--- src/hdl/pee_pkg.sv ---
// ----------------------------------------------------------------------------
// pee_pkg: shared types and constants
// Status codes, symbol codes and controller/datapath command structs.
// ----------------------------------------------------------------------------
package pee_pkg;

  localparam logic [2:0] StOk      = 3'd0;
  localparam logic [2:0] StUnder   = 3'd1;
  localparam logic [2:0] StOver    = 3'd2;
  localparam logic [2:0] StUnknown = 3'd3;
  localparam logic [2:0] StDivZero = 3'd4;

  localparam logic [7:0] ChPlus  = 8'h2B;
  localparam logic [7:0] ChMinus = 8'h2D;
  localparam logic [7:0] ChStar  = 8'h2A;
  localparam logic [7:0] ChSlash = 8'h2F;
  localparam logic [7:0] ChPct   = 8'h25;
  localparam logic [7:0] ChPow   = 8'h24;
  localparam logic [7:0] ChZero  = 8'h30;
  localparam logic [7:0] ChNine  = 8'h39;
  localparam logic [7:0] ChSpace = 8'h20;
  localparam logic [7:0] ChTab   = 8'h09;

  typedef enum logic [2:0] {
    OpAdd = 3'd0, OpSub = 3'd1, OpMul = 3'd2, OpDiv = 3'd3, OpMod = 3'd4, OpPow = 3'd5
  } op_e;

  // Controller to datapath
  typedef struct packed {
    logic start;   // begin arithmetic on lhs/rhs
    op_e  op;
  } alu_cmd_t;

  // Datapath to controller
  typedef struct packed {
    logic        done;
    logic        divzero;
    logic [31:0] result;
  } alu_sts_t;

endpackage

--- src/hdl/pee_alu.sv ---
// ----------------------------------------------------------------------------
// pee_alu: multi-cycle arithmetic unit
// Add/sub and multiply in one step, restoring divide one bit per
// cycle, and square-and-multiply power one exponent bit per cycle.
// ----------------------------------------------------------------------------
module pee_alu (
  input  logic              clk_i,
  input  logic              rst_ni,
  input  pee_pkg::alu_cmd_t cmd_i,
  input  logic [31:0]       lhs_i,
  input  logic [31:0]       rhs_i,
  output pee_pkg::alu_sts_t sts_o
);

  logic        busy_q, busy_d;
  pee_pkg::op_e op_q, op_d;
  logic [5:0]  cnt_q, cnt_d;
  logic [31:0] acc_q, acc_d;     // quotient / power accumulator
  logic [31:0] rem_q, rem_d;     // remainder / squared base
  logic [31:0] div_q, div_d;     // divisor magnitude / exponent
  logic        nq_q, nq_d, nr_q, nr_d;
  logic        done_q, done_d, dz_q, dz_d;
  logic [31:0] res_q, res_d;
  logic [32:0] trial;
  logic [31:0] amag, bmag;

  assign amag = lhs_i[31] ? (~lhs_i + 32'd1) : lhs_i;
  assign bmag = rhs_i[31] ? (~rhs_i + 32'd1) : rhs_i;
  assign trial = {rem_q, acc_q[31]} - {1'b0, div_q};

  always_comb begin
    busy_d = busy_q; op_d = op_q; cnt_d = cnt_q; acc_d = acc_q; rem_d = rem_q;
    div_d = div_q; nq_d = nq_q; nr_d = nr_q; done_d = 1'b0; dz_d = dz_q; res_d = res_q;
    if (cmd_i.start) begin
      op_d = cmd_i.op; dz_d = 1'b0; cnt_d = 6'd0;
      case (cmd_i.op)
        pee_pkg::OpAdd: begin res_d = lhs_i + rhs_i; done_d = 1'b1; end
        pee_pkg::OpSub: begin res_d = lhs_i - rhs_i; done_d = 1'b1; end
        pee_pkg::OpMul: begin res_d = lhs_i * rhs_i; done_d = 1'b1; end
        pee_pkg::OpDiv, pee_pkg::OpMod: begin
          if (rhs_i == 32'd0) begin
            res_d = 32'd0; dz_d = 1'b1; done_d = 1'b1;
          end else begin
            busy_d = 1'b1; acc_d = amag; rem_d = 32'd0; div_d = bmag;
            nq_d = lhs_i[31] ^ rhs_i[31]; nr_d = lhs_i[31];
          end
        end
        pee_pkg::OpPow: begin
          if (rhs_i[31]) begin
            done_d = 1'b1;
            if (lhs_i == 32'd1) res_d = 32'd1;
            else if (lhs_i == 32'hFFFF_FFFF) res_d = rhs_i[0] ? 32'hFFFF_FFFF : 32'd1;
            else begin res_d = 32'd0; dz_d = (lhs_i == 32'd0); end
          end else begin
            busy_d = 1'b1; acc_d = 32'd1; rem_d = lhs_i; div_d = rhs_i;
          end
        end
        default: begin res_d = 32'd0; done_d = 1'b1; end
      endcase
    end else if (busy_q) begin
      if (op_q == pee_pkg::OpPow) begin
        // one exponent bit a cycle
        if (div_q[0]) acc_d = acc_q * rem_q;
        rem_d = rem_q * rem_q;
        div_d = {1'b0, div_q[31:1]};
        if (div_q[31:1] == 31'd0) begin
          busy_d = 1'b0; done_d = 1'b1;
          res_d = div_q[0] ? acc_q * rem_q : acc_q;
        end
      end else begin
        // restoring divide, one quotient bit a cycle
        if (!trial[32]) begin
          rem_d = trial[31:0]; acc_d = {acc_q[30:0], 1'b1};
        end else begin
          rem_d = {rem_q[30:0], acc_q[31]}; acc_d = {acc_q[30:0], 1'b0};
        end
        cnt_d = cnt_q + 6'd1;
        if (cnt_q == 6'd31) begin
          busy_d = 1'b0; done_d = 1'b1;
          if (op_q == pee_pkg::OpDiv) res_d = nq_q ? (~acc_d + 32'd1) : acc_d;
          else                        res_d = nr_q ? (~rem_d + 32'd1) : rem_d;
        end
      end
    end
  end

  always_ff @(posedge clk_i or negedge rst_ni) begin
    if (!rst_ni) begin
      busy_q <= 1'b0; done_q <= 1'b0;
    end else begin
      busy_q <= busy_d; done_q <= done_d;
    end
  end

  always_ff @(posedge clk_i) begin
    op_q <= op_d; cnt_q <= cnt_d; acc_q <= acc_d; rem_q <= rem_d; div_q <= div_d;
    nq_q <= nq_d; nr_q <= nr_d; dz_q <= dz_d; res_q <= res_d;
  end

  assign sts_o.done    = done_q;
  assign sts_o.divzero = dz_q;
  assign sts_o.result  = res_q;

  a_no_start_busy: assert property (@(posedge clk_i) disable iff (!rst_ni)
    busy_q |-> !done_q) else $error("done while busy");
  a_done_pulse: assert property (@(posedge clk_i) disable iff (!rst_ni)
    done_q |=> !done_q) else $error("done held");
  a_dz_zero: assert property (@(posedge clk_i) disable iff (!rst_ni)
    (done_q && dz_q) |-> (res_q == 32'd0)) else $error("divzero nonzero");

endmodule

--- config.mk ---
export PLATFORM = sky130hd
export DESIGN_NAME = pee_alu
export DESIGN_NICKNAME = d
export VERILOG_FILES = /design/src/hdl/pee_pkg.sv /design/src/hdl/pee_alu.sv
export SDC_FILE = /design/constraint.sdc
export NUM_CORES = 2
export LEC_CHECK = 0
export BUFFER_PORTS_ARGS = -buffer_cell sky130_fd_sc_hd__buf_2
export CORE_MARGIN = 3
export CORE_UTILIZATION = 35
export CTS_BUF_LIST = sky130_fd_sc_hd__clkbuf_2
export DETAILED_ROUTE_END_ITERATION = 7
export MAX_ROUTING_LAYER = met4
export SLEW_MARGIN = 20
export SYNTH_ARGS = -nofsm -noshare
export SYNTH_HDL_FRONTEND = slang
export SYNTH_SLANG_ARGS = --single-unit
--- constraint.sdc ---
create_clock -name clk_i -period 7.02 [get_ports clk_i]
set_input_delay 1.404 -clock clk_i [delete_from_list [all_inputs] [get_ports clk_i]]
set_output_delay 1.404 -clock clk_i [all_outputs]
set_load 0.01 [all_outputs]
==> summary.md <==
| Metric | Value |
|---|---|
| Outcome | `complete, but fails checks` |
| Failing checks | `negative setup slack` |
| Post-synth EDFFs | `134` |
| Port bufs | `103` |
| WL per Instance | `22.5 µm` |
| Largest family of logic cells by synthesized area | `adder cells` |
| DRT antenna net count | `0` |
| Die Span X | `418 µm` |
| Number of distinct library cells after synthesis | `92` |
| Grt met3 use | `2.16%` |
| Final hold vios | `0` |
| Crit path required time | `7.73 ns` |
| Compound-cell area share of the yosys netlist | `8.70%` |
| Layout cells sized above 1 | `17.8%` |
| Clk root buf | `clkbuf_2` |
| Clock transition at path regs | `0.29 ns` |
| CP Class | `flip-flop to flip-flop` |
| Critical path peak fanout | `12` |
| DIE AREA | `0.175 mm²` |
| Synth top cells by count | `inv_1 (1,333), fa_1 (1,185), nand2_1 (785)` |
| Syn_area_per_cell | `8.73 µm²` |
| Synthesized area | `0.0595 mm²` |
| Final instance area | `0.0701 mm²` |
| Detailed-route via count | `49,700` |
| Filler Cell Count | `16,800` |
| Synth Area in XOR/XNOR | `6.02%` |
| Clock buffer depth | `2` |
| Synth Area in Adders | `49.1%` |
| Final Setup Violations | `42` |
| Placer Congestion | `1.02` |
| Worst Path Arrival | `8.48 ns` |
| GR Util met2 | `43.2%` |
| Multi-input gate area | `0.0502 mm²` |
| Count leader, synth | `inv_1` |
| Vias in the first global route | `53,200` |
| CP delay by family, top | `adder cells` |
| Asr flop ratio synth | `1.41%` |
| CTS H-tree depth | `4` |
| Primary FF master, synth | `edfxtp_1` |
| # IOs | `104` |
| TritonCTS clock tree | `done` |
| First-pass GRT wire length | `331 mm` |
| Num CTS Buffers | `17` |
| RSZ-0062 raised after global routing | `yes` |
| Drt drc | `0` |
| Sequential cell area | `0.00419 mm²` |
| Max incr delay on CP | `0.58 ns` |
| Final min period | `7.77 ns` |
| Most Used Layer, Global Route | `met2` |
| Slew HR | `25.6%` |
| CTS sink count | `142` |
| Final Cycle Share | `111%` |
| Top cells by area, synth | `fa_1 (40%), ha_1 (9.3%), inv_1 (8.4%)` |
| Post-synth top area share | `39.9%` |
| Placed cell areas | `0.0680 mm²` |
| Max Cap Viol | `0` |
| Total GRT Usage | `25.8%` |
| Final count of pins violating max slew | `0` |
| Sequential area share after synthesis | `7.05%` |
| DR vias/cell | `5.16` |
| Gate Count Post-Synth | `6,820` |
| CP max stage cell | `fa_1` |
| WP buf/inv | `7` |
| P&R area growth vs syn | `17.7%` |
| Top cell type by total area after synthesis | `fa_1` |
| Multiplexer area fraction after synthesis | `0.771%` |
| Post-Synth Simple-Gate Area | `17.3%` |
| FF+latch count, synth | `142` |
| # nets final | `9,097` |
| Initial antenna violation count | `31` |
| Place WS | `-1.72 ns` |
| Core Area | `0.168 mm²` |
| CP Capture Type | `flip-flop` |
| First-pass detailed-route iteration total | `7` |
| Post-DP HPWL | `185 mm` |
| Worst-case clock skew | `0.120 ns` |
| Final WL | `217 mm` |
| Slew @ Worst Pin | `1.10 ns` |
| Initial core utilization | `35.4%` |
| Worst setup SP type | `flip-flop` |
| Die height | `418 µm` |
| Most frequent CP cell | `fa_1` |
| Fmax | `129 MHz` |
| Clock Latency Late Sink | `1.06 ns` |
| Largest net degree at the start of global routing | `82` |
| Final hold slack | `0.183 ns` |
| Initial DRC Count | `3,860` |
| Final worst slack | `-0.752 ns` |
| Met1 usage | `31.7%` |
| Ys Warns | `0` |
| Row cnt | `150` |
| Gr ovfl total | `0` |
| Worst Hold Class | `input pin to asynchronous set/reset pin` |
-- state kept, by name, indices dropped and copies added (netlist names) --
name,count
done_q,1
res_q,32
nr_q,1
div_q,32
nq_q,1
op_q,3
dz_q,1
busy_q,1
acc_q,32
cnt_q,6
rem_q,32
-- layer usage --
layer / share of wire (%) / vias to the layer above
li1: - / 22200
met1: 41 / 25700
met2: 49 / 1534
met3: 4.8 / 371
met4: 5.3 / 0
met5: 0 / -
-- area by class of cell --
| class | instances | share of cell area [%] |
|---|---|---|
| antenna | 21 | 0.0750 |
| clock inverter | 13 | 0.166 |
| tap | 2204 | 3.93 |
| timing repair buffer | 964 | 10.9 |
| sequential | 142 | 5.98 |
| clock buffer | 18 | 0.129 |
| multi-input combinational | 4940 | 71.6 |
| inverter | 1336 | 7.16 |
-- final timing paths --
path                             end     start  depth (start not counted)  slack [ns]
setup / recovery           rem_q[31]  rem_q[2]                         29       -0.75
max in group asynchronous     busy_q    rst_ni                          1        6.68
setup reg to reg           rem_q[31]  rem_q[2]                         29       -0.75
hold reg to reg             cnt_q[5]  cnt_q[4]                          3        0.47
hold / removal                done_q    rst_ni                          1        0.18
min in group clk_i          cnt_q[5]  cnt_q[4]                          3        0.47
-- timing repair --
item	4_1_cts	5_1_grt
gates resized for setup	130	188
setup endpoints to repair	51	56
pin swaps	46	84
cloned	1	1
hold buffers	0	0
hold endpoints to repair	0	0
setup buffers	25	42
-- metrics by stage --
step                std cells  util, %  TNS [ns]
finish                   9638     41.7    -15.31
global route             9638     41.7    -26.61
CTS                      9576     41.0    -13.97
detailed placement       9522     40.4    -40.45
global placement         9522     40.4    -38.39
floorplan                6821        -    -10.98
-- placed cells by master, fill, tap and decap left out, types with 23 or more instances in the layout --
cell type	instances
a21o_1	53
a21oi_1	178
a21oi_2	26
a221o_1	25
and2_1	648
and2_4	30
buf_12	33
buf_2	98
buf_4	782
buf_6	44
edfxtp_1	134
fa_1	1153
fa_2	32
ha_1	402
ha_4	35
inv_1	1305
inv_2	28
mux2i_1	37
nand2_1	775
nand2b_1	33
nand3_1	50
nand4_1	24
nor2_1	270
nor3_1	55
nor4_1	23
o211ai_1	24
o21a_1	33
o21ai_0	124
o21ai_1	34
o31ai_1	30
or3_1	23
xnor2_1	293
xor2_1	105
-- cell families after synthesis --
logic type,Yosys count
AOI/OAI and AO/OA,777
adders and majority gates,1626
DFF,142
xor gates and xnor gates,409
and+or+nand+nor,2081
buffers and inverters,1739
muxes,45
other,1
Power is left out: the tool's default activity adds up to more than one toggle a clock period on the data nets, which glitch-free logic cannot reach.
